File: src/sv/rmea_pkg.sv
// rmea_pkg: shared types and constants for the rotation matrix to euler angles block
// depends on nothing
`default_nettype none
package rmea_pkg;

   localparam int unsigned ELEM_W   = 16;
   localparam int unsigned ANGLE_W  = 16;
   localparam int unsigned THRESH_W = 15;
   localparam int unsigned TABLE_LEN = 24;
   localparam int unsigned Z_W      = 34;
   localparam logic signed [Z_W-1:0] PI_Q30 = 34'sd3373259426;
   localparam logic signed [ANGLE_W-1:0] ANGLE_LIMIT = 16'sd25736;
   localparam logic [THRESH_W-1:0] THRESH_RESET = 15'd1;

   typedef struct packed {
      logic signed [ELEM_W-1:0] m00;
      logic signed [ELEM_W-1:0] m10;
      logic signed [ELEM_W-1:0] m11;
      logic signed [ELEM_W-1:0] m12;
      logic signed [ELEM_W-1:0] m20;
      logic signed [ELEM_W-1:0] m21;
      logic signed [ELEM_W-1:0] m22;
   } req_payload_type;

   typedef struct packed {
      logic signed [ANGLE_W-1:0] roll_angle;
      logic signed [ANGLE_W-1:0] pitch_angle;
      logic signed [ANGLE_W-1:0] yaw_angle;
      logic                      is_singular;
   } rsp_payload_type;

   function automatic logic signed [Z_W-1:0] atan_entry(input int unsigned i);
      logic signed [Z_W-1:0] r;
      case (i)
         0: r = 34'sh3243F6A8;
         1: r = 34'sh1DAC6705;
         2: r = 34'sh0FADBAFC;
         3: r = 34'sh07F56EA6;
         4: r = 34'sh03FEAB76;
         5: r = 34'sh01FFD55B;
         6: r = 34'sh00FFFAAA;
         7: r = 34'sh007FFF55;
         8: r = 34'sh003FFFEA;
         9: r = 34'sh001FFFFD;
         10: r = 34'sh000FFFFF;
         11: r = 34'sh0007FFFF;
         12: r = 34'sh0003FFFF;
         13: r = 34'sh0001FFFF;
         14: r = 34'sh0000FFFF;
         15: r = 34'sh00007FFF;
         16: r = 34'sh00003FFF;
         17: r = 34'sh00001FFF;
         18: r = 34'sh00000FFF;
         19: r = 34'sh000007FF;
         20: r = 34'sh000003FF;
         21: r = 34'sh000001FF;
         22: r = 34'sh000000FF;
         23: r = 34'sh0000007F;
         default: r = '0;
      endcase
      return r;
   endfunction

endpackage
`default_nettype wire

File: src/sv/rmea_cordic.sv
// rmea_cordic: pipelined vectoring cordic atan2, q3.13 saturated angle out
// depends on rmea_pkg
`default_nettype none
module rmea_cordic #(
   parameter int unsigned STAGES = 16
) (
   input  wire logic                          clock,
   input  wire logic                          advance,
   input  wire logic signed [rmea_pkg::ELEM_W:0] y_in,
   input  wire logic signed [rmea_pkg::ELEM_W:0] x_in,
   output logic      signed [rmea_pkg::ANGLE_W-1:0] angle
);
   import rmea_pkg::*;

   localparam int unsigned N = (STAGES > TABLE_LEN) ? TABLE_LEN : STAGES;
   localparam int unsigned V_W = ELEM_W + 1 + 14 + 3;

   logic signed [V_W-1:0] x_ff [N+1];
   logic signed [V_W-1:0] y_ff [N+1];
   logic signed [Z_W-1:0] z_ff [N+1];
   logic                  zero_ff [N+1];
   logic signed [Z_W-1:0] zr_in;
   logic signed [Z_W-1:0] zo_ff;
   logic                  zz_ff;

   always_ff @(posedge clock) begin
      if (advance) begin
         zero_ff[0] <= (x_in == '0) && (y_in == '0);
         if (x_in < 0) begin
            x_ff[0] <= -(V_W'(x_in) <<< 14);
            y_ff[0] <= -(V_W'(y_in) <<< 14);
            z_ff[0] <= (y_in >= 0) ? PI_Q30 : -PI_Q30;
         end else begin
            x_ff[0] <= V_W'(x_in) <<< 14;
            y_ff[0] <= V_W'(y_in) <<< 14;
            z_ff[0] <= '0;
         end
      end
   end

   for (genvar i = 0; i < N; i++) begin : g_stage
      always_ff @(posedge clock) begin
         if (advance) begin
            zero_ff[i+1] <= zero_ff[i];
            if (y_ff[i] >= 0) begin
               x_ff[i+1] <= x_ff[i] + (y_ff[i] >>> i);
               y_ff[i+1] <= y_ff[i] - (x_ff[i] >>> i);
               z_ff[i+1] <= z_ff[i] + atan_entry(i);
            end else begin
               x_ff[i+1] <= x_ff[i] - (y_ff[i] >>> i);
               y_ff[i+1] <= y_ff[i] + (x_ff[i] >>> i);
               z_ff[i+1] <= z_ff[i] - atan_entry(i);
            end
         end
      end
   end

   always_ff @(posedge clock) begin
      if (advance) begin
         zo_ff <= (z_ff[N] + Z_W'(65536)) >>> 17;
         zz_ff <= zero_ff[N];
      end
   end

   always_comb begin
      zr_in = zo_ff;
      if (zz_ff) angle = '0;
      else if (zr_in > Z_W'(ANGLE_LIMIT)) angle = ANGLE_LIMIT;
      else if (zr_in < -Z_W'(ANGLE_LIMIT)) angle = -ANGLE_LIMIT;
      else angle = ANGLE_W'(zr_in);
   end
endmodule
`default_nettype wire

File: config.mk
export PLATFORM = sky130hd
export DESIGN_NAME = rmea_cordic
export DESIGN_NICKNAME = d
export VERILOG_FILES = /design/src/sv/rmea_pkg.sv /design/src/sv/rmea_cordic.sv
export SDC_FILE = /design/constraint.sdc
export NUM_CORES = 2
export LEC_CHECK = 0
export BUFFER_PORTS_ARGS = -buffer_cell sky130_fd_sc_hd__buf_2
export CAP_MARGIN = 15
export CORE_ASPECT_RATIO = 0.75
export CORE_UTILIZATION = 45
export CTS_CLUSTER_SIZE = 12
export DETAILED_ROUTE_END_ITERATION = 16
export HOLD_SLACK_MARGIN = 0.06
export PLACE_DENSITY_LB_ADDON = 0.3
export SYNTH_ARGS = -nofsm -noshare
export SYNTH_HDL_FRONTEND = slang
export SYNTH_SLANG_ARGS = --single-unit
File: constraint.sdc
create_clock -name clock -period 7.7 [get_ports clock]
set_input_delay 0.385 -clock clock [delete_from_list [all_inputs] [get_ports clock]]
set_output_delay 0.385 -clock clock [all_outputs]
set_load 0.005 [all_outputs]
# [After elaboration in Yosys (flattened, before gate mapping)]
# Memory sizes are Yosys's and may differ from the RTL's. A register that Yosys moved wholly into a read port is not among the register bits.
# Index checks and enable logic that the tools add are counted.
# Widths: inputs -> output; s select.
[word_totals] wordCells=336 memories=4 ram_bits=1751 input_bits=36 register_bits=17
[classes] muxes=159 add_sub_neg=98 n_bitwise=51 n_reduce_logical=3 magnitude_cmp=20
[memory_table] name="x_ff" words=17 word_bits=34 read_ports=16 rd_ports_with_merged_regs=0 write_ports=17 line_no="rmea_cordic.sv:18" rtl="logic signed [V_W-1:0] x_ff [N+1];"
[memory_table] name="y_ff" words=17 word_bits=34 read_ports=16 rd_ports_with_merged_regs=0 write_ports=17 line_no="rmea_cordic.sv:19" rtl="logic signed [V_W-1:0] y_ff [N+1];"
[memory_table] name="z_ff" words=17 word_bits=34 read_ports=17 rd_ports_with_merged_regs=0 write_ports=17 line_no="rmea_cordic.sv:20" rtl="logic signed [Z_W-1:0] z_ff [N+1];"
[memory_table] name="zero_ff" words=17 word_bits=1 read_ports=17 rd_ports_with_merged_regs=1 write_ports=17 line_no="rmea_cordic.sv:21" rtl="logic zero_ff [N+1];"
[ops] cell="$mux 34" n=52
[ops] cell="$ge 34x1->1 const B" n=16
[ops] cell="$mux 1" n=104
[ops] cell="$add 34x18->34 const B" n=2
[ops] cell="$add 34x19->34" n=2
[ops] cell="$add 34x20->34" n=2
[ops] cell="$add 34x21->34" n=2
[ops] cell="$add 34x22->34" n=2
[ops] cell="$add 34x23->34" n=2
[ops] cell="$add 34x24->34" n=2
[ops] cell="$add 34x25->34" n=2
[ops] cell="$add 34x26->34" n=2
[ops] cell="$add 34x27->34" n=2
[ops] cell="$add 34x28->34" n=2
[ops] cell="$add 34x29->34" n=2
[ops] cell="$add 34x30->34" n=2
[ops] cell="$add 34x31->34" n=2
[ops] cell="$add 34x32->34" n=2
[ops] cell="$add 34x33->34" n=2
[ops] cell="$neg 31->34" n=2
[ops] cell="$sub 34x19->34" n=2
[ops] cell="$sub 34x20->34" n=2
[ops] cell="$sub 34x21->34" n=2
[ops] cell="$sub 34x22->34" n=2
[ops] cell="other kinds (52)" n=117

# [Depth between registers and ports, before layout]
[logic_depth] ltp_word=5 depth_mapped=22

# [Least setup slack after synthesis]
# No wires, ideal clock.
[synth_path] path_type="input-to-reg" start="input advance" end="memory x_ff[11][33] (netlist name), data pin" t_required_ps=7440 cell_stages=20 slack_ps=2666 arrival_ps=4774 cell_sequence="buf_2 buf_2 buf_1 nand2_1 inv_1 clkbuf_1 nor2_1 xnor2_1 ha_1 o21a_1 o31a_1 o31a_1 a311o_1 o41a_1 o31ai_1 or3_1 a31oi_1 o21a_1 nor2_1 xnor2_1"
[synth_lines] item="from (decl)" line_no="rmea_cordic.sv:8" rtl="input wire logic advance,"
[synth_lines] item="to (decl)" line_no="rmea_cordic.sv:18"

==> out/metrics.yaml <==
final_layout:
  fin_nets: 13994
  layout-area-overhead-vs-synth_pct: 8.32
  finalNonFillerCells: 16143
  drive_above_1_share: 0.0378
synthesis:
  yosysTopAreaCellShare: 0.358
  syn_nets: 13883
  netlist_instances: 12453
  avgSynthCellArea_sq_um: 9.57
  async_flop_share: 0
  synth-edff-count: 1422
  ys_seq_area_frac: 0.358
  yosys-top-cells-area: "edfxtp_1 (36%), ha_1 (14%), xnor2_1 (8.8%), a21oi_1 (4.8%), xor2_1 (4.3%)"
  ys_ff_latch: 1422
  synth_cell_type_count: 96
  yosysWarningCount: 0
  yosys_most_used_dff: "edfxtp_1"
  synth_top_cell_by_area: "edfxtp_1"
  synth_area_sq_um: 119000
timing:
  period_minus_slack_ps: 6030
  hold_viol_final: 0
  finalWorstSetupSlack_ps: 1670
  holdWs_ps: 349
  slew_viol_final: 0
  relSlewSlack: 0.246
  fmax_mhz: 166
  finalClockSkew_ps: 78.2
  finalSetupTns_ps: 0
  rsz0062_at_grt: "no"
  setup_viol: 0
  post-route-period-util: 0.784
  worst_slew_pin_slew_ps: 1120
floorplan:
  dieArea_sq_um: 267000
  initial_core_util: 0.453
  die_w_um: 596
  core_sq_um: 263000
  rows: 163
  fp.dieH_um: 448
  ioPinCount: 52
grt:
  grt.met2_usage: 0.343
  busiest_layer: "met2"
  grt_max_degree: 171
  gr-total-overflow: 0
  antenna_found_initial: 4
  met3_usage: 0.0286
  grt_pass1_vias: 84941
  grt_util_met1: 0.298
  track_usage: 0.211
  grt_pass1_wl_mm: 462
clock_tree:
  clk_latency_ps: 850
  cts-root-buf: "clkbuf_16"
  cts_tree: "done"
  cts.clk_slew.worst_paths_ps: 60
  ctsHoldBuffers: 52
  cts_resized: 0
  clock_path_buffers: 4
  cts_setup_buffers: 0
  htreeDepth: 4
  numClockSinks: 1422
  numCtsBuffers: 169
worst_setup_path:
  critPathLaunchType: "input pin"
  critPathRequiredTime_ps: 8250
  r2r-start: "y_ff[6][33]"
  crit_path_max_incr_delay_ps: 840
  crit_type: "input pin to register"
  cp_slowest_cell: "clkinv_1"
  critPathArrivalTime_ps: 6580
  endpoint_kind: "register"
  cpMostUsedCell: "nor2_1"
  cp_max_fo: 74
  crit_chain: "dlygate4sd3_1 -> buf_12 -> nand2_2 -> buf_4 -> clkinv_1 -> nor2_1 -> xor2_1 -> ha_1 -> a21o_1 -> a21oi_1 -> a21boi_0 -> o32ai_1 -> o21ai_0 -> o211ai_1 -> o31ai_1 -> o31a_1 -> o21a_1 -> nor2_1 -> xnor2_1"
  crit_path_start: "advance"
job:
  drv_cap: 0
place:
  io_buffers: 51
  dp.cells: 15806
  dpl.hpwl_mm: 227
  dp_slack_ps: 1620
  gp_congestion: 0.932
run_status:
  outcome: "completed"
route:
  drc_errors: 0
  wl_mm: 290
  routedWlPerCell_um: 18.0
  vias: 91836
  viasPerCell: 5.69
  dr.pass1.iters: 8
  antenna_left: 0
  drt_iter0_markers: 7602
hold_path:
  hp-class: "input pin to register"
  hold_start: "x_in[0]"
path summary, 6_finish.rpt:
check / slack (ps) / cells past startpoint / endpoint
setup / recovery: 1670 / 19 / y_ff[7][33]
hold / removal: 350 / 2 / x_ff[0][14]
hold reg to reg: 370 / 0 / zero_ff[13]
setup reg to reg: 1760 / 17 / y_ff[7][33]
synth_stat cells, types with 27 or more instances:
master and instances:
o21ai_0 731, o31ai_1 134, o21bai_1 176, and2_1 64, and4_1 30, a211oi_1 119
xor2_1 582, nor2b_1 181, o31a_1 42, nand3b_1 32, nand2_1 749, or3_1 90
nor4_1 82, clkbuf_1 187, nand2b_1 209, ha_1 1359, a21o_1 557, nand4_1 74
o41ai_1 70, edfxtp_1 1422, mux2i_1 32, or4_1 48, xnor2_1 1196, nand3_1 238
a21boi_0 29, and3_1 106, a31oi_1 139, buf_1 27, nor2_1 1016, a31o_2 31
nor3_1 309, o211ai_1 51, a21oi_1 1154, nor3b_1 31, or2_2 49, o21a_1 188
inv_1 523, fa_1 35
stage by stage:
step           area (sq um)  utilization
6_report             129000        0.491
5_1_grt              129000        0.491
4_1_cts              129000        0.491
3_5_place_dp         123000        0.469
3_3_place_gp         123000        0.469
2_1_floorplan        119000            -
layout make-up:
type / instances / area (sq um)
fillers: 24340 / 134000
multi-input cells: 10280 / 73600
flip-flops and latches: 1422 / 42700
clock buffers: 208 / 4420
well taps: 3465 / 4340
inverters: 529 / 1990
repair buffers: 162 / 1280
clock inverters: 76 / 712
diodes: 1 / 2.50
cell families after synthesis:
logic type      share of synthesized area
flops                               0.358
buf+inv                            0.0238
simple gates                        0.135
compound gates                      0.198
fa+ha+maj                           0.149
xor+xnor                            0.131
mux                               0.00515
cell usage in the layout (no fill, tap or decap), types with 42 or more instances in the layout:
cell type,instances
a211oi_1,119
a21o_1,557
a21oi_1,1154
a31oi_1,139
and2_1,64
and3_1,106
buf_2,50
buf_4,55
clkbuf_16,171
dlygate4sd3_1,52
edfxtp_1,1422
ha_1,1359
inv_1,520
nand2_1,744
nand2b_1,209
nand3_1,238
nand4_1,74
nor2_1,1016
nor2b_1,181
nor3_1,309
nor4_1,82
o211ai_1,51
o21a_1,188
o21ai_0,731
o21bai_1,176
o31a_1,42
o31ai_1,134
o41ai_1,70
or2_2,49
or3_1,90
or4_1,48
xnor2_1,1196
xor2_1,582
metal layers:
layer | vias to the layer above | part of all wire
li1 | 46418 | -
met3 | 367 | 0.056
met4 | 4 | 0.021
met2 | 2186 | 0.45
met5 | - | 0.000093
met1 | 42861 | 0.48
sequential cells by signal, indices dropped and copies added, names as in the netlist:
name     flops
y_ff       442
x_ff       432
z_ff       513
zo_ff       17
zz_ff        1
zero_ff     17
critical path, delay by kind of cell:
| kind | cells | cell delay, ps |
|---|---|---|
| adders and majority gates | 1 | 290 |
| xor gates and xnor gates | 2 | 240 |
| AOI/OAI and AO/OA | 9 | 2710 |
| buffers and inverters | 4 | 2120 |
| and+or+nand+nor | 3 | 600 |
Power is left out: the tool's default activity adds up to more than one toggle a clock period on the data nets, which glitch-free logic cannot reach.
