--- src/sv/rmea_pkg.sv ---
// rmea_pkg: shared types and constants for the rotation matrix to euler angles block
// depends on nothing
`default_nettype none
package rmea_pkg;

   localparam int unsigned ELEM_W   = 16;
   localparam int unsigned ANGLE_W  = 16;
   localparam int unsigned THRESH_W = 15;
   localparam int unsigned TABLE_LEN = 24;
   localparam int unsigned Z_W      = 34;
   localparam logic signed [Z_W-1:0] PI_Q30 = 34'sd3373259426;
   localparam logic signed [ANGLE_W-1:0] ANGLE_LIMIT = 16'sd25736;
   localparam logic [THRESH_W-1:0] THRESH_RESET = 15'd1;

   typedef struct packed {
      logic signed [ELEM_W-1:0] m00;
      logic signed [ELEM_W-1:0] m10;
      logic signed [ELEM_W-1:0] m11;
      logic signed [ELEM_W-1:0] m12;
      logic signed [ELEM_W-1:0] m20;
      logic signed [ELEM_W-1:0] m21;
      logic signed [ELEM_W-1:0] m22;
   } req_payload_type;

   typedef struct packed {
      logic signed [ANGLE_W-1:0] roll_angle;
      logic signed [ANGLE_W-1:0] pitch_angle;
      logic signed [ANGLE_W-1:0] yaw_angle;
      logic                      is_singular;
   } rsp_payload_type;

   function automatic logic signed [Z_W-1:0] atan_entry(input int unsigned i);
      logic signed [Z_W-1:0] r;
      case (i)
         0: r = 34'sh3243F6A8;
         1: r = 34'sh1DAC6705;
         2: r = 34'sh0FADBAFC;
         3: r = 34'sh07F56EA6;
         4: r = 34'sh03FEAB76;
         5: r = 34'sh01FFD55B;
         6: r = 34'sh00FFFAAA;
         7: r = 34'sh007FFF55;
         8: r = 34'sh003FFFEA;
         9: r = 34'sh001FFFFD;
         10: r = 34'sh000FFFFF;
         11: r = 34'sh0007FFFF;
         12: r = 34'sh0003FFFF;
         13: r = 34'sh0001FFFF;
         14: r = 34'sh0000FFFF;
         15: r = 34'sh00007FFF;
         16: r = 34'sh00003FFF;
         17: r = 34'sh00001FFF;
         18: r = 34'sh00000FFF;
         19: r = 34'sh000007FF;
         20: r = 34'sh000003FF;
         21: r = 34'sh000001FF;
         22: r = 34'sh000000FF;
         23: r = 34'sh0000007F;
         default: r = '0;
      endcase
      return r;
   endfunction

endpackage
`default_nettype wire

--- src/sv/rmea_isqrt.sv ---
// rmea_isqrt: pipelined restoring square root, one result bit per stage
// depends on rmea_pkg
`default_nettype none
module rmea_isqrt #(
   parameter int unsigned IN_W = 32
) (
   input  wire logic              clock,
   input  wire logic              advance,
   input  wire logic [IN_W-1:0]   radicand,
   output logic      [IN_W/2-1:0] root
);
   import rmea_pkg::*;

   localparam int unsigned STEPS = IN_W / 2;

   logic [IN_W-1:0]  rem_ff  [STEPS+1];
   logic [IN_W-1:0]  val_ff  [STEPS+1];
   logic [STEPS-1:0] root_ff [STEPS+1];

   always_comb begin
      rem_ff[0]  = '0;
      val_ff[0]  = radicand;
      root_ff[0] = '0;
   end

   for (genvar s = 0; s < STEPS; s++) begin : g_step
      logic [IN_W+1:0] rem_in;
      logic [IN_W+1:0] trial_in;
      always_comb begin
         rem_in   = {rem_ff[s], val_ff[s][IN_W-1 -: 2]};
         trial_in = {{(IN_W-STEPS){1'b0}}, root_ff[s], 2'b01};
      end
      always_ff @(posedge clock) begin
         if (advance) begin
            val_ff[s+1] <= val_ff[s] << 2;
            if (rem_in >= trial_in) begin
               rem_ff[s+1]  <= IN_W'(rem_in - trial_in);
               root_ff[s+1] <= {root_ff[s][STEPS-2:0], 1'b1};
            end else begin
               rem_ff[s+1]  <= IN_W'(rem_in);
               root_ff[s+1] <= {root_ff[s][STEPS-2:0], 1'b0};
            end
         end
      end
   end

   assign root = root_ff[STEPS];
endmodule
`default_nettype wire

--- config.mk ---
export PLATFORM = sky130hd
export DESIGN_NAME = rmea_isqrt
export DESIGN_NICKNAME = d
export VERILOG_FILES = /design/src/sv/rmea_pkg.sv /design/src/sv/rmea_isqrt.sv
export SDC_FILE = /design/constraint.sdc
export NUM_CORES = 1
export LEC_CHECK = 0
export BUFFER_PORTS_ARGS = -buffer_cell sky130_fd_sc_hd__buf_2
export CAP_MARGIN = 20
export CORE_ASPECT_RATIO = 0.9
export CORE_MARGIN = 2
export CORE_UTILIZATION = 35
export DETAILED_ROUTE_END_ITERATION = 8
export SLEW_MARGIN = 20
export SYNTH_ARGS = -nofsm -noshare
export SYNTH_HDL_FRONTEND = slang
export SYNTH_SLANG_ARGS = --single-unit
--- constraint.sdc ---
create_clock -name clock -period 8 [get_ports clock]
set_input_delay 0.4 -clock clock [delete_from_list [all_inputs] [get_ports clock]]
set_output_delay 0.4 -clock clock [all_outputs]
set_load 0.05 [all_outputs]
; Word level (Yosys, flattened, before mapping)
; Cells that the tools add are included.
[classes]
addsub = 15
multipliers = 0
div = 0
order_cmp = 16
eq_ne = 0
shift = 0
muxes = 31
bitwise_logic = 0
reduce_logical = 0
[ops]
columns = cell, count
row1 = $mux W32, 14
row2 = $ge A34 B10 Y1, 1
row3 = $ge A34 B11 Y1, 1
row4 = $ge A34 B12 Y1, 1
row5 = $ge A34 B13 Y1, 1
row6 = $ge A34 B14 Y1, 1
row7 = $ge A34 B15 Y1, 1
row8 = $ge A34 B16 Y1, 1
row9 = $ge A34 B17 Y1, 1
row10 = $ge A34 B3 Y1, 1
row11 = $ge A34 B4 Y1, 1
row12 = $ge A34 B5 Y1, 1
row13 = $ge A34 B6 Y1, 1
row14 = $ge A34 B7 Y1, 1
row15 = $ge A34 B8 Y1, 1
row16 = $ge A34 B9 Y1, 1
row17 = $sub A32 B10 Y32, 1
row18 = $sub A32 B11 Y32, 1
row19 = $sub A32 B12 Y32, 1
row20 = $sub A32 B13 Y32, 1
row21 = $sub A32 B14 Y32, 1
row22 = $sub A32 B15 Y32, 1
row23 = $sub A32 B16 Y32, 1
row24 = $sub A32 B3 Y32, 1
row25 = 10 further kinds, 25
[totals]
ff_bits = 827
latch_bits = 0
ram_bits = 0
romBits = 0
in_bits = 34
output_inout_bits = 16
word_cells = 109
n_memories = 0

; Depth between registers and ports, before layout
; Gate-level depths: netlist of run 1.
[logic_depth]
ltp_word = 2
depth_mapped = 12
mapped_depth_nobuf = 10

; Worst setup path after synthesis of run 1
; No wires, ideal clock.
[synth_timing]
path_kind = reg2reg
startpoint = register rem_ff (netlist bit g_step[12].rem_in[24])
endpoint = register rem_ff (netlist bit g_step[13].rem_in[22]), data pin
setup_ns = 0.271
arrival_ns = 2.678
required_time_ns = 7.729
setup_slack_ns = 5.051
stages_incl_launch_ff = 8
period_less_slack_ns = 2.949
path_cell_list = edfxtp_1 > or4_4 > or4_4 > or3_1 > or3_4 > o21a_1 > nor4bb_1 > xor2_1
[synth_via]
elab_chain_cells = 2
[synth_lines]
columns = element, line
row1 = from (decl), rmea_isqrt.sv:16  ; logic [IN_W-1:0] rem_ff [STEPS+1];
row2 = "from (signal, indexed assignment)", rmea_isqrt.sv:37  ; rem_ff[s+1] <= IN_W'(rem_in - trial_in);
row3 = "from (signal, indexed assignment)", rmea_isqrt.sv:40  ; rem_ff[s+1] <= IN_W'(rem_in);
row4 = $ge A34 B14 Y1, rmea_isqrt.sv:36  ; if (rem_in >= trial_in) begin
row5 = $mux W32, rmea_isqrt.sv:36
; Every way passes these cells.
; A chain may end at the register's enable or synchronous reset.

; Final worst setup path of run 1
[layout_timing]
startpoint = register rem_ff (netlist bit g_step[10].rem_in[24])
endpoint = register rem_ff (netlist bit g_step[11].rem_in[17]), data pin
[layout_via]
elab_chain_cells = 2
[layout_lines]
columns = element, line
row1 = $ge A34 B12 Y1, rmea_isqrt.sv:36
row2 = $mux W32, rmea_isqrt.sv:36
; Every way passes these cells.

==> results of run 1 <==
==> worst max-delay path by stage <==
stage | to | startpoint | slack, ns | depth (start not counted)
final | g_step[11].rem_in[17] | g_step[10].rem_in[24] | 4.49 | 8
after global routing | g_step[8].rem_in[27] | g_step[7].rem_in[2] | 4.18 | 8
after CTS | g_step[6].rem_in[3] | g_step[5].rem_in[7] | 4.41 | 8
after detailed placement | g_step[6].rem_in[3] | g_step[5].rem_in[7] | 4.46 | 8
after global placement | g_step[11].rem_in[17] | g_step[10].rem_in[24] | 4.51 | 8
after floorplan | g_step[13].rem_in[22] | g_step[12].rem_in[24] | 5.05 | 7
==> registers in the layout, summed over array words and instances (netlist names) <==
register and count:
g_step.rem_in 464, val_ff 210, g_step.trial_in 120, root 16
==> layout make-up <==
| type | count | area, um2 | share of cell area |
|---|---|---|---|
| well taps | 1450 | 1810 | 0.0419 |
| multi-input cells | 1902 | 12900 | 0.298 |
| inverters | 193 | 724 | 0.0167 |
| repair buffers | 100 | 749 | 0.0173 |
| flip-flops and latches | 810 | 24300 | 0.562 |
| clock inverters | 52 | 533 | 0.0123 |
| clock buffers | 105 | 2220 | 0.0514 |
==> routing by layer <==
metal  GRT usage  wire [um]  up-vias
li1            -          -    11300
met1       0.131      27200    10400
met2       0.205      32600      330
met3      0.0212       2130      147
met4      0.0495       2350        0
met5           0          0        -
==> power by group <==
part | switching (W) | internal (W) | total (W) | leakage (nW)
sequential | 0.000254 | 0.00518 | 0.00543 | 7.78
clock | 0.00163 | 0.00225 | 0.00387 | 1.33
combinational | 0.000693 | 0.000527 | 0.00122 | 6.57
==> per-stage QoR <==
| step | utilization | hold slack [ns] |
|---|---|---|
| floorplan | - | 0.400 |
| global placement | 0.373 | 0.400 |
| detailed placement | 0.373 | 0.405 |
| CTS | 0.401 | 0.314 |
| global route | 0.401 | 0.343 |
| finish | 0.401 | 0.326 |
==> synth_stat cells (41+ instances only) <==
library cell and number:
sky130_fd_sc_hd__edfxtp_1 810, sky130_fd_sc_hd__nor4_1 74, sky130_fd_sc_hd__a21oi_1 124, sky130_fd_sc_hd__nand2b_1 41, sky130_fd_sc_hd__inv_1 188, sky130_fd_sc_hd__nor3_1 115
sky130_fd_sc_hd__or4_1 49, sky130_fd_sc_hd__ha_1 153, sky130_fd_sc_hd__xnor2_1 163, sky130_fd_sc_hd__xor2_1 188, sky130_fd_sc_hd__or3_1 51, sky130_fd_sc_hd__o21ai_0 121
sky130_fd_sc_hd__nand3_1 52, sky130_fd_sc_hd__nor2_1 219, sky130_fd_sc_hd__nand2_1 158
==> critical path, stage by stage (launching register included) <==
cell,delay [ns]
sky130_fd_sc_hd__edfxtp_1,0.43
sky130_fd_sc_hd__or4_1,0.53
sky130_fd_sc_hd__or3_1,0.37
sky130_fd_sc_hd__nor4b_1,0.41
sky130_fd_sc_hd__nand3_1,0.22
sky130_fd_sc_hd__nor3_2,0.72
sky130_fd_sc_hd__inv_2,0.30
sky130_fd_sc_hd__o2111ai_1,0.20
sky130_fd_sc_hd__xnor2_1,0.08
==> cell families (layout without fill, tap and decap cells) <==
kind of cell	after synthesis	count (layout)
and+or+nand+nor	950	950
DFF	810	810
other	1	1
buffers and inverters	247	450
muxes	11	11
AOI/OAI and AO/OA	436	436
adders and majority gates	153	153
xor gates and xnor gates	351	351
==> timing repair <==
item / 4_1_cts / 5_1_grt
hold endpoints to repair: 33 / 0
hold buffers: 33 / 0
buffers inserted: 0 / 0
==> results by stage, run 1 <==
Clock network:
- The TritonCTS clock tree is yes.
- The count of clock tree sinks is 810.
- Once the clock tree was built, the resizer swapped 0 gates to a different size.
- The buffer levels on the longest clock path is 3.
- The root buffer cell chosen for the clock tree is sky130_fd_sc_hd__clkbuf_16.
- The CTS H-tree depth is 3.
- Clock-pin slew was measured on the worst setup and hold paths at 0.06 ns.
- The number of clock buffers added by TritonCTS is 86.
- The later-pin clock latency in the skew report is 0.67 ns.

Cells and area:
- The final layout contains 3280 nets.
- Of the cells placed in the final design, the portion with a size suffix greater than 1 is 0.0769.
- Once layout is done, the placed cells without fillers occupy 43300 um2.
- Leaving out filler cells and counting taps, the final layout contains 4612.
- Counting the fill cells in the layout gives 10200.
- The antenna diode count is 0.
- The most common cell after layout, fill and taps aside is sky130_fd_sc_hd__edfxtp_1.
- In the layout the commonest cells are sky130_fd_sc_hd__edfxtp_1 (810), sky130_fd_sc_hd__nor2_1 (218), sky130_fd_sc_hd__inv_1 (188), sky130_fd_sc_hd__xor2_1 (188), sky130_fd_sc_hd__xnor2_1 (163).
- Relative to the synthesized area, the layout overhead comes to 13.3%.

Critical path:
- The endpoint of the lowest-slack register-to-register path is g_step[11].rem_in[17].
- By startpoint and endpoint, the worst setup path is classified as reg -> reg.
- STA classifies the critical path startpoint as a register.
- The startpoint identified for the worst register-to-register timing path is g_step[10].rem_in[24].
- The register-to-register setup slack is 4.49 ns.
- STA classifies the critical path endpoint as a register.
- Data on the critical path arrives at its endpoint at 3.91 ns.
- STA puts the critical path data required time at 8.40 ns.
- The maximum fanout along the worst path is 17.
- The number of cells on the worst reg-to-reg path is 8.

Hold path:
- The worst-case hold path end point is val_ff[499].
- The origin of the worst min-delay path is advance.
- The worst hold-check path type is in -> reg.
- The number of stages on the worst hold path is 1.

Global route:
- The number of global-route vias before repair came to 21900.
- Summed over all layers, the global routing overflow is 0.
- Entering global routing, the biggest net connects 176 pins.
- The wire length of the first global-routing pass is 107000 um.
- In the global route stage, overall resource usage came out at 0.114.
- The initial antenna violation count is 0.

Yosys:
- Sorting the synthesized cells by area gives the leading types as sky130_fd_sc_hd__edfxtp_1 (64%), sky130_fd_sc_hd__ha_1 (5.0%), sky130_fd_sc_hd__xor2_1 (4.3%).
- The synthesized area per cell is 12.9 um2.
- The count of yosys warnings during synthesis is 0.
- The area share of xor/xnor cells in the synthesized design is 0.0805.
- For this run, the register share of the synthesized area comes to 0.637.
- The fraction of the mapped netlist area in compound gates was 0.0717.
- Counting every net in the synthesized netlist gives 3146.
- The number of distinct library cell variants in the gate-level netlist after synthesis is 80.
- Of the post-synthesis cell area, the part taken by muxes is 0.00314.
- The combinational family with the most area after synthesis is simple AND/OR/NAND/NOR gates.
- The basic-gate share of the synthesized area counting and, or, nand and nor cells is 0.132.
- The netlist area before placement is 38200 um2.
- In the synthesized netlist, the number of instances is 2959.
- The share of synthesized area in the top cell type comes to 0.637.
- The flip-flop cell with the highest count after synthesis is sky130_fd_sc_hd__edfxtp_1.
- sky130_fd_sc_hd__edfxtp_1 takes more of the synthesized area than any other cell.
- The synthesized design contains 810 register bits.
- The post-synthesis adder-cell area fraction is 0.0501.
- The count of flip-flops with a built-in enable after synthesis is 810.
- Of all flip-flops after synthesis, the portion carrying an async set or reset was 0.

Power and ir drop:
- In this run the power density over the cells is 243 nW/um2.
- The completed layout was analyzed and its total power is 0.0105 W.
- The leakage power figure is 15.7 nW.
- IR analysis of the VDD net gives a maximum drop of 175 uV.

Routing:
- The first TritonRoute pass finished after 5 iterations.
- For this block, the initial DRC count from the detailed router was 1064.
- For this run, design rule violations remaining after detail routing come to 0.
- The count of nets left with antenna violations once routing finished came out at 0.
- The detailed-route wire length per cell is 13.9 um.
- The routed layout has 22100 vias.
- The average via count per standard cell is 4.79.
- For this block, the routed nets add up to 64300 um of wire.

Floorplan:
- The die is 317 um tall.
- After floorplanning, the core was sized to cover 108000 um2.
- For this configuration, the core starts out at a cell density of 0.354.
- In this run the count of I/O pins placed on the die edge is 50.
- The floorplan die area is 112000 um2.
- The overall die width is 352 um.
- The initialized floorplan defines 114 standard-cell rows.

Outcome:
- The run finished with clean final reports.

Timing:
- The setup clock skew after layout is 0.0321 ns.
- Headroom to the max-slew limit came out at 0.334.
- The count of final setup violators is 0.
- The number of hold violations in the final report is 0.
- The final worst setup slack is 4.49 ns.
- Of the available clock period, the critical path in the final layout requires 0.439.
- The count of pins over their slew limit was 0.
- After routing, the total negative slack on setup checks comes to 0 ns.
- For the pin with the worst max-slew slack, the measured transition is 0.974 ns.
- Setup repair after global routing left no endpoint under its margin.
- Derived from the worst setup path, the maximum achievable clock frequency is 0.285 GHz.
- The post-layout minimum cycle time is 3.51 ns.

Placed design:
- The number of placed instances, taps included, is 4421.
- The post-detailed-placement half-perimeter wirelength is 45100 um.
- The total of buffers placed on input and output ports is 49.
- The area of placed instances is 40200 um2.
- The congestion estimate from routability-driven global placement came to 0.905.
- The worst setup slack before clock tree synthesis is 4.46 ns.

Flow run:
- Across the run, the number of max-cap violations was 0.
(Power assumes the default switching activity.)
==> run 2, diff against run 1 <==
clock period = 3.1 ns   (was 8 ns; I/O delays follow)
==> results by stage, run 2 (synthesis results as in run 1) <==
Floorplan:
- The die outline height is 317 um.
- The I/O pin total is 50.
- The core area is 108000 um2.
- The initial utilization of the core area, before any placement, comes to 0.354.
- The floorplan step defined a die boundary enclosing 112000 um2.
- The overall die width is 352 um.
- Row generation in the floorplan step produced 114 rows.

Cells and area:
- In the final layout, the share of cells above drive strength 1 is 0.114.
- From synthesis to final layout, the design area changed by 16.2%.
- The register with the most flip-flops in the layout has 464 of them.
- The number of antenna diodes in the final layout is 0.
- The layout net count is 3393.
- The count of non-filler cells in the finished layout is 4727.
- Fill cells in the final layout number 10000.
- The most common cell after layout, fill and taps aside is sky130_fd_sc_hd__edfxtp_1.
- Leaving out fill and tap cells, the most frequent cells in the layout are sky130_fd_sc_hd__edfxtp_1 (810), sky130_fd_sc_hd__nor2_1 (218), sky130_fd_sc_hd__inv_1 (188), sky130_fd_sc_hd__xor2_1 (188), sky130_fd_sc_hd__xnor2_1 (163).

Timing:
- The final critical-path share of the clock period is 0.982.
- Between clock sinks in the finished design, the worst skew comes to 0.0515 ns.
- The number of hold violations in the final report is 0.
- The actual transition at the worst max-transition pin is 0.910 ns.
- The achievable frequency is 0.329 GHz.
- The count of pins over their slew limit is 0.
- Setup repair after global routing could not meet its margin everywhere.
- Measured against its own limit, the worst slew margin works out to 0.393.
- In the final timing run, aggregate negative setup slack is 0 ns.
- Setup violations remaining at the end of the flow were counted as 0.
- The post-layout minimum cycle time is 3.04 ns.

Global route:
- The largest net degree at the start of global routing is 149.
- The number of global-route vias before repair was 22400.
- The global router's overall resource usage is 0.115.
- The initial antenna violation count is 0.
- The total overflow left after global routing is 0.
- The first global-routing pass estimated 108000 um of wire.

Critical path:
- The launching instance or port of the critical path is g_step[12].rem_in[22].
- The signal arrival time at the worst endpoint is 3.42 ns.
- Along the worst path, the maximum fanout reaches 7.
- The data required time at the worst endpoint is 3.48 ns.
- By startpoint and endpoint, the worst setup path is classified as reg -> reg.
- STA classifies the critical path startpoint as a register.
- The number of cells on the worst reg-to-reg path is 7.
- The startpoint identified for the worst register-to-register timing path is g_step[12].rem_in[22].
- The capturing element type of the critical path is a register.

Power and ir drop:
- The clock share of power is 0.368.
- Of the total power, registers draw 0.510.
- Summed over all nets, the switching power comes to 0.00678 W.
- After layout, the design draws a total of 0.0275 W.
- The fraction of power consumed by combinational cells is 0.122.
- Of the total power, the share spent switching nets is 0.247.
- The leakage power figure is 16.3 nW.
- The power per unit of standard cell area is 619 nW/um2.
- The worst-case vdd ir drop is 495 uV.
- The internal power of the cells is 0.0207 W.

Flow run:
- Max-cap violations in this run came to 0.

Routing:
- The total via count after detailed routing is 22500.
- Wire segments on met2 add up to 34000 um in the final route.
- The detailed router put a total of 26700 um of wire on met1.
- In the routed layout, each cell is associated on average with a via count of 4.76.
- The number of routed nets with antenna violations is 0.
- The detailed-route wire length per cell is 13.8 um.
- After the first detailed-routing iteration, the DRC count stood at 1182.
- After detailed routing, the total wire length is 65400 um.
- For this run, the detailed router's first-pass iteration total came to 5.
- The uppermost metal layer occupied by signal nets is met4.
- The number of remaining DRC errors is 0.
- Summed over all nets, wire length on met3 after detailed routing comes to 2090 um.

Outcome:
- The run finished with clean final reports.

Clock network:
- TritonCTS built the clock tree.
- The H-tree generated during clock tree synthesis spans 3 levels.
- The clock transition at the registers of the reported paths is 0.06 ns.
- The root buffer cell chosen for the clock tree is sky130_fd_sc_hd__clkbuf_16.
- The later-pin clock latency in the skew report is 0.67 ns.
- The clock passes through at most 3 buffers.
- The number of clock buffers added by TritonCTS is 87.
- The tree built by TritonCTS fans out to 810 sinks.

Hold path:
- The worst hold path begins at radicand[24].
- The worst hold path belongs to the class in -> reg.
- Along the worst hold path, the cell count comes to 2.

Placed design:
- Detailed placement finished with a half-perimeter wire length of 46700 um.
- The congestion estimate from routability-driven global placement came to 0.873.
- In this run, placement finished with an instance count of 4530.
- The total of buffers placed on input and output ports is 49.
==> run 2: worst max-delay path, cell delays in order, from the launching register on <==
cell                       delay (ns)
sky130_fd_sc_hd__edfxtp_1        0.40
sky130_fd_sc_hd__or4_4           0.55
sky130_fd_sc_hd__or4_4           0.45
sky130_fd_sc_hd__or3_4           0.38
sky130_fd_sc_hd__or3_4           0.42
sky130_fd_sc_hd__o21a_4          0.26
sky130_fd_sc_hd__nor4bb_1        0.15
sky130_fd_sc_hd__xor2_1          0.15
==> run 2: power by group through the flow <==
stage | logic (W) | registers, W | clock network (W)
floorplan | 0.00233 | 0.0140 | 0
global placement | 0.00325 | 0.0142 | 0
detailed placement | 0.00331 | 0.0142 | 0
CTS | 0.00336 | 0.0140 | 0.0104
global route | 0.00379 | 0.0141 | 0.0109
finish | 0.00336 | 0.0140 | 0.0101
==> run 2: final cells by class <==
| class | count | area (um2) | share of cell area |
|---|---|---|---|
| Clock buffer | 103 | 2260 | 0.0509 |
| Clock inverter | 57 | 567 | 0.0128 |
| Inverter | 193 | 727 | 0.0164 |
| Multi-Input combinational cell | 1903 | 13000 | 0.293 |
| Sequential cell | 810 | 24300 | 0.548 |
| Tap cell | 1450 | 1810 | 0.0409 |
| Timing Repair Buffer | 211 | 1690 | 0.0382 |
==> run 2: worst paths after layout <==
| kind | endpoint | slack [ns] |
|---|---|---|
| setup / recovery | g_step[13].rem_in[22] | 0.06 |
| hold / removal | val_ff[506] | 0.19 |
| setup reg to reg | g_step[13].rem_in[22] | 0.06 |
| hold reg to reg | g_step[8].trial_in[3] | 0.41 |
==> run 2: per-layer routing <==
metal	global-route usage	vias to the layer above
met1	0.128	10500
li1	-	11500
met2	0.212	335
met5	0	-
met3	0.0210	157
met4	0.0523	0
==> run 2: timing repair <==
action,in CTS,in global routing
pin swaps,0,1
setup buffers,0,2
cloned,0,1
hold buffers,34,0
hold endpoints to repair,53,0
endpoints found under the setup margin,2,78
resized for setup,2,20
==> run 2: metrics by stage <==
step	worst slack (ns)	hold slack, ns	utilization	area, um2
final	0.0571	0.194	0.412	44400
after CTS	0.00175	0.140	0.411	44300
after global placement	0.00773	0.332	0.381	41100
after floorplan	0.151	0.254	-	38200
after detailed placement	0.00668	0.333	0.381	41100
after global routing	-0.0580	0.164	0.412	44400
==> run 3, diff against run 2 <==
REMOVE_ABC_BUFFERS = 1   (was unset)
==> results by stage, run 3 (synthesis results as in run 1) <==
Global route:
- Across every metal layer, demand over resource in global routing totals 0.116.
- Entering global routing, the biggest net connects 82 pins.
- The first global-routing pass estimated 109000 um of wire.
- The number of global-route vias before repair was 22500.
- The initial antenna violation count came to 0.
- After global routing the overflow that remains totals 0.

Placed design:
- The total of buffers placed on input and output ports is 49.
- The placer's final routability congestion estimate is 0.850.
- The post-detailed-placement half-perimeter wirelength is 47800 um.
- Once placement completed, the tool counted placed cells totaling 4557.

Routing:
- In this run, the number of DRC markers left after iteration 0 of detailed routing was 974.
- After detailed routing, the number of vias per cell comes to 4.74.
- The detailed-route wire length per cell is 13.9 um.
- The number of remaining DRC errors is 0.
- Once detail routing completed, the nets flagged for antenna violations numbered 0.
- Summing over every cut layer, the via total after detailed routing is 22500.
- The first-pass detailed-route iteration total is 4.
- The routed design has 65900 um of wire.

Timing:
- The relative max-transition margin is 0.527.
- Derived from the worst setup path, the maximum achievable clock frequency is 0.332 GHz.
- The post-layout minimum cycle time is 3.02 ns.
- Setup repair after global routing left no endpoint under its margin.
- The setup clock skew after layout is 0.0327 ns.
- The count of pins over their slew limit was 0.
- At the pin with the least slew margin, the transition time is 0.703 ns.
- Setup violations remaining at the end of the flow were counted as 0.
- The number of hold violations in the final report is 0.
- The final critical-path share of the clock period is 0.973.

Cells and area:
- The register with the most flip-flops in the layout has 464 of them.
- The number of antenna diodes in the final layout is 0.
- The area growth from synthesis to layout is 16.9%.
- At the end of the flow, the number of nets in the layout was 3422.
- Of the cells placed in the final design, the portion with a size suffix greater than 1 is 0.123.
- The count of non-filler cells in the finished layout is 4755.
- Leaving out fill and tap cells, the most frequent cell in the layout is sky130_fd_sc_hd__edfxtp_1.
- The top cell types in the final layout, fill and taps aside, are sky130_fd_sc_hd__edfxtp_1 (810), sky130_fd_sc_hd__nor2_1 (218), sky130_fd_sc_hd__inv_1 (188), sky130_fd_sc_hd__xor2_1 (188), sky130_fd_sc_hd__xnor2_1 (163).
- The final-layout fill cell count is 10100.
- The sequential cells in the finished layout cover a total of 24300 um2.
- The multi-input combinational cells in the finished layout cover a total of 13000 um2.

Clock network:
- The buffer levels on the longest clock path is 3.
- The later pin in the worst-skew pair is clocked with a latency of 0.67 ns.
- The number of CTS-inserted buffers is 89.
- The CTS H-tree depth is 3.
- The cell sitting at the root of the clock tree is a sky130_fd_sc_hd__clkbuf_16.
- TritonCTS built the clock tree.
- CTS saw 810 sinks.
- The clock transition at the registers of the reported paths is 0.06 ns.

Flow run:
- The max-capacitance violation count is 0.

Power and ir drop:
- The fraction of power consumed by sequential logic is 0.508.
- Internal power comes to 0.0207 W.
- Of the total power, the clock network draws 0.368.
- VDD sags by at most 529 uV.
- The fraction of power consumed by combinational cells is 0.124.
- Dividing total power by cell area gives a power density of 617 nW/um2.
- Summing internal, switching and leakage power gives 0.0275 W.
- The fraction of power spent switching nets is 0.247.
- In this run the power spent charging and discharging nets is 0.00681 W.
- Summed over all cells, the static leakage comes to 16.5 nW.

Hold path:
- The worst hold path belongs to the class in -> reg.
- The startpoint identified for the worst hold timing path is advance.

Floorplan:
- The floorplan step defined a die boundary enclosing 112000 um2.
- The floorplan step set the die height to 317 um.
- The floorplan step set the die width to 352 um.
- 50 I/O pins were placed.
- In this run the standard cell core region covers 108000 um2.
- The number of placement rows is 114.
- For this configuration, the core starts out at a cell density of 0.354.

Critical path:
- The critical path launch point type is a register.
- The startpoint identified for the worst register-to-register timing path is g_step[14].rem_in[14].
- The setup path with the least slack is of type reg -> reg.
- The launching instance or port of the critical path is g_step[14].rem_in[14].
- The capturing element type of the critical path is a register.
- Data on the critical path arrives at its endpoint at 3.42 ns.
- For the worst setup path, the data required time is 3.51 ns.
- The maximum fanout along the worst path is 4.

Outcome:
- The flow ran to the end, and the final reports show no timing, DRC or antenna violations.
[run 3: worst max-delay path, stage by stage (launching register included)]
cell and delay (ns):
sky130_fd_sc_hd__edfxtp_1 0.43, sky130_fd_sc_hd__ha_1 0.33, sky130_fd_sc_hd__nand4_1 0.13, sky130_fd_sc_hd__nor4_1 0.61, sky130_fd_sc_hd__o31ai_1 0.27, sky130_fd_sc_hd__and3_2 0.31
sky130_fd_sc_hd__a2111oi_0 0.46, sky130_fd_sc_hd__buf_4 0.19, sky130_fd_sc_hd__xor2_1 0.05
[run 3: cell type report]
cell class | count | area share
Tap cell | 1450 | 0.0406
Timing Repair Buffer | 238 | 0.0443
Multi-Input combinational cell | 1903 | 0.291
Sequential cell | 810 | 0.544
Inverter | 193 | 0.0162
Clock buffer | 105 | 0.0512
Clock inverter | 56 | 0.0121
[run 3: power groups by stage]
stage,Combinational (W),Sequential [W],Clock [W]
2_1_floorplan,0.00230,0.0140,0
3_3_place_gp,0.00333,0.0142,0
3_5_place_dp,0.00336,0.0142,0
4_1_cts,0.00341,0.0140,0.0105
5_1_grt,0.00384,0.0141,0.0109
6_report,0.00341,0.0140,0.0101
[run 3: metrics by stage]
stage | util | hold WS (ns) | cell area [um2] | setup WS (ns) | setup TNS, ns
floorplan | - | 0.254 | 38000 | -0.492 | -17.89
global placement | 0.384 | 0.332 | 41400 | 0.0245 | 0
detailed placement | 0.384 | 0.333 | 41400 | 0.0265 | 0
CTS | 0.413 | 0.0159 | 44600 | 0.0104 | 0
global route | 0.414 | 0.0418 | 44700 | 0.00150 | 0
finish | 0.414 | 0.00752 | 44700 | 0.0846 | 0
[run 3: final timing paths]
check	to	slack (ns)	cells after the start
max	g_step[15].rem_in[32]	0.08	8
min	val_ff[500]	0.008	1
max reg2reg	g_step[15].rem_in[32]	0.08	8
min reg2reg	g_step[2].rem_in[1]	0.40	0
[run 3: layer usage]
metal | vias to the layer above | global-route usage | part of all wire
li1 | 11600 | - | -
met1 | 10600 | 0.132 | 0.42
met2 | 270 | 0.217 | 0.53
met3 | 109 | 0.0202 | 0.029
met4 | 0 | 0.0424 | 0.027
met5 | - | 0 | 0
[run 3: what timing repair did]
item / CTS / global route
setup endpoints to repair: 0 / 101
buffers inserted: 0 / 3
resized for setup: 0 / 18
hold endpoints to repair: 33 / 0
hold buffers: 33 / 0
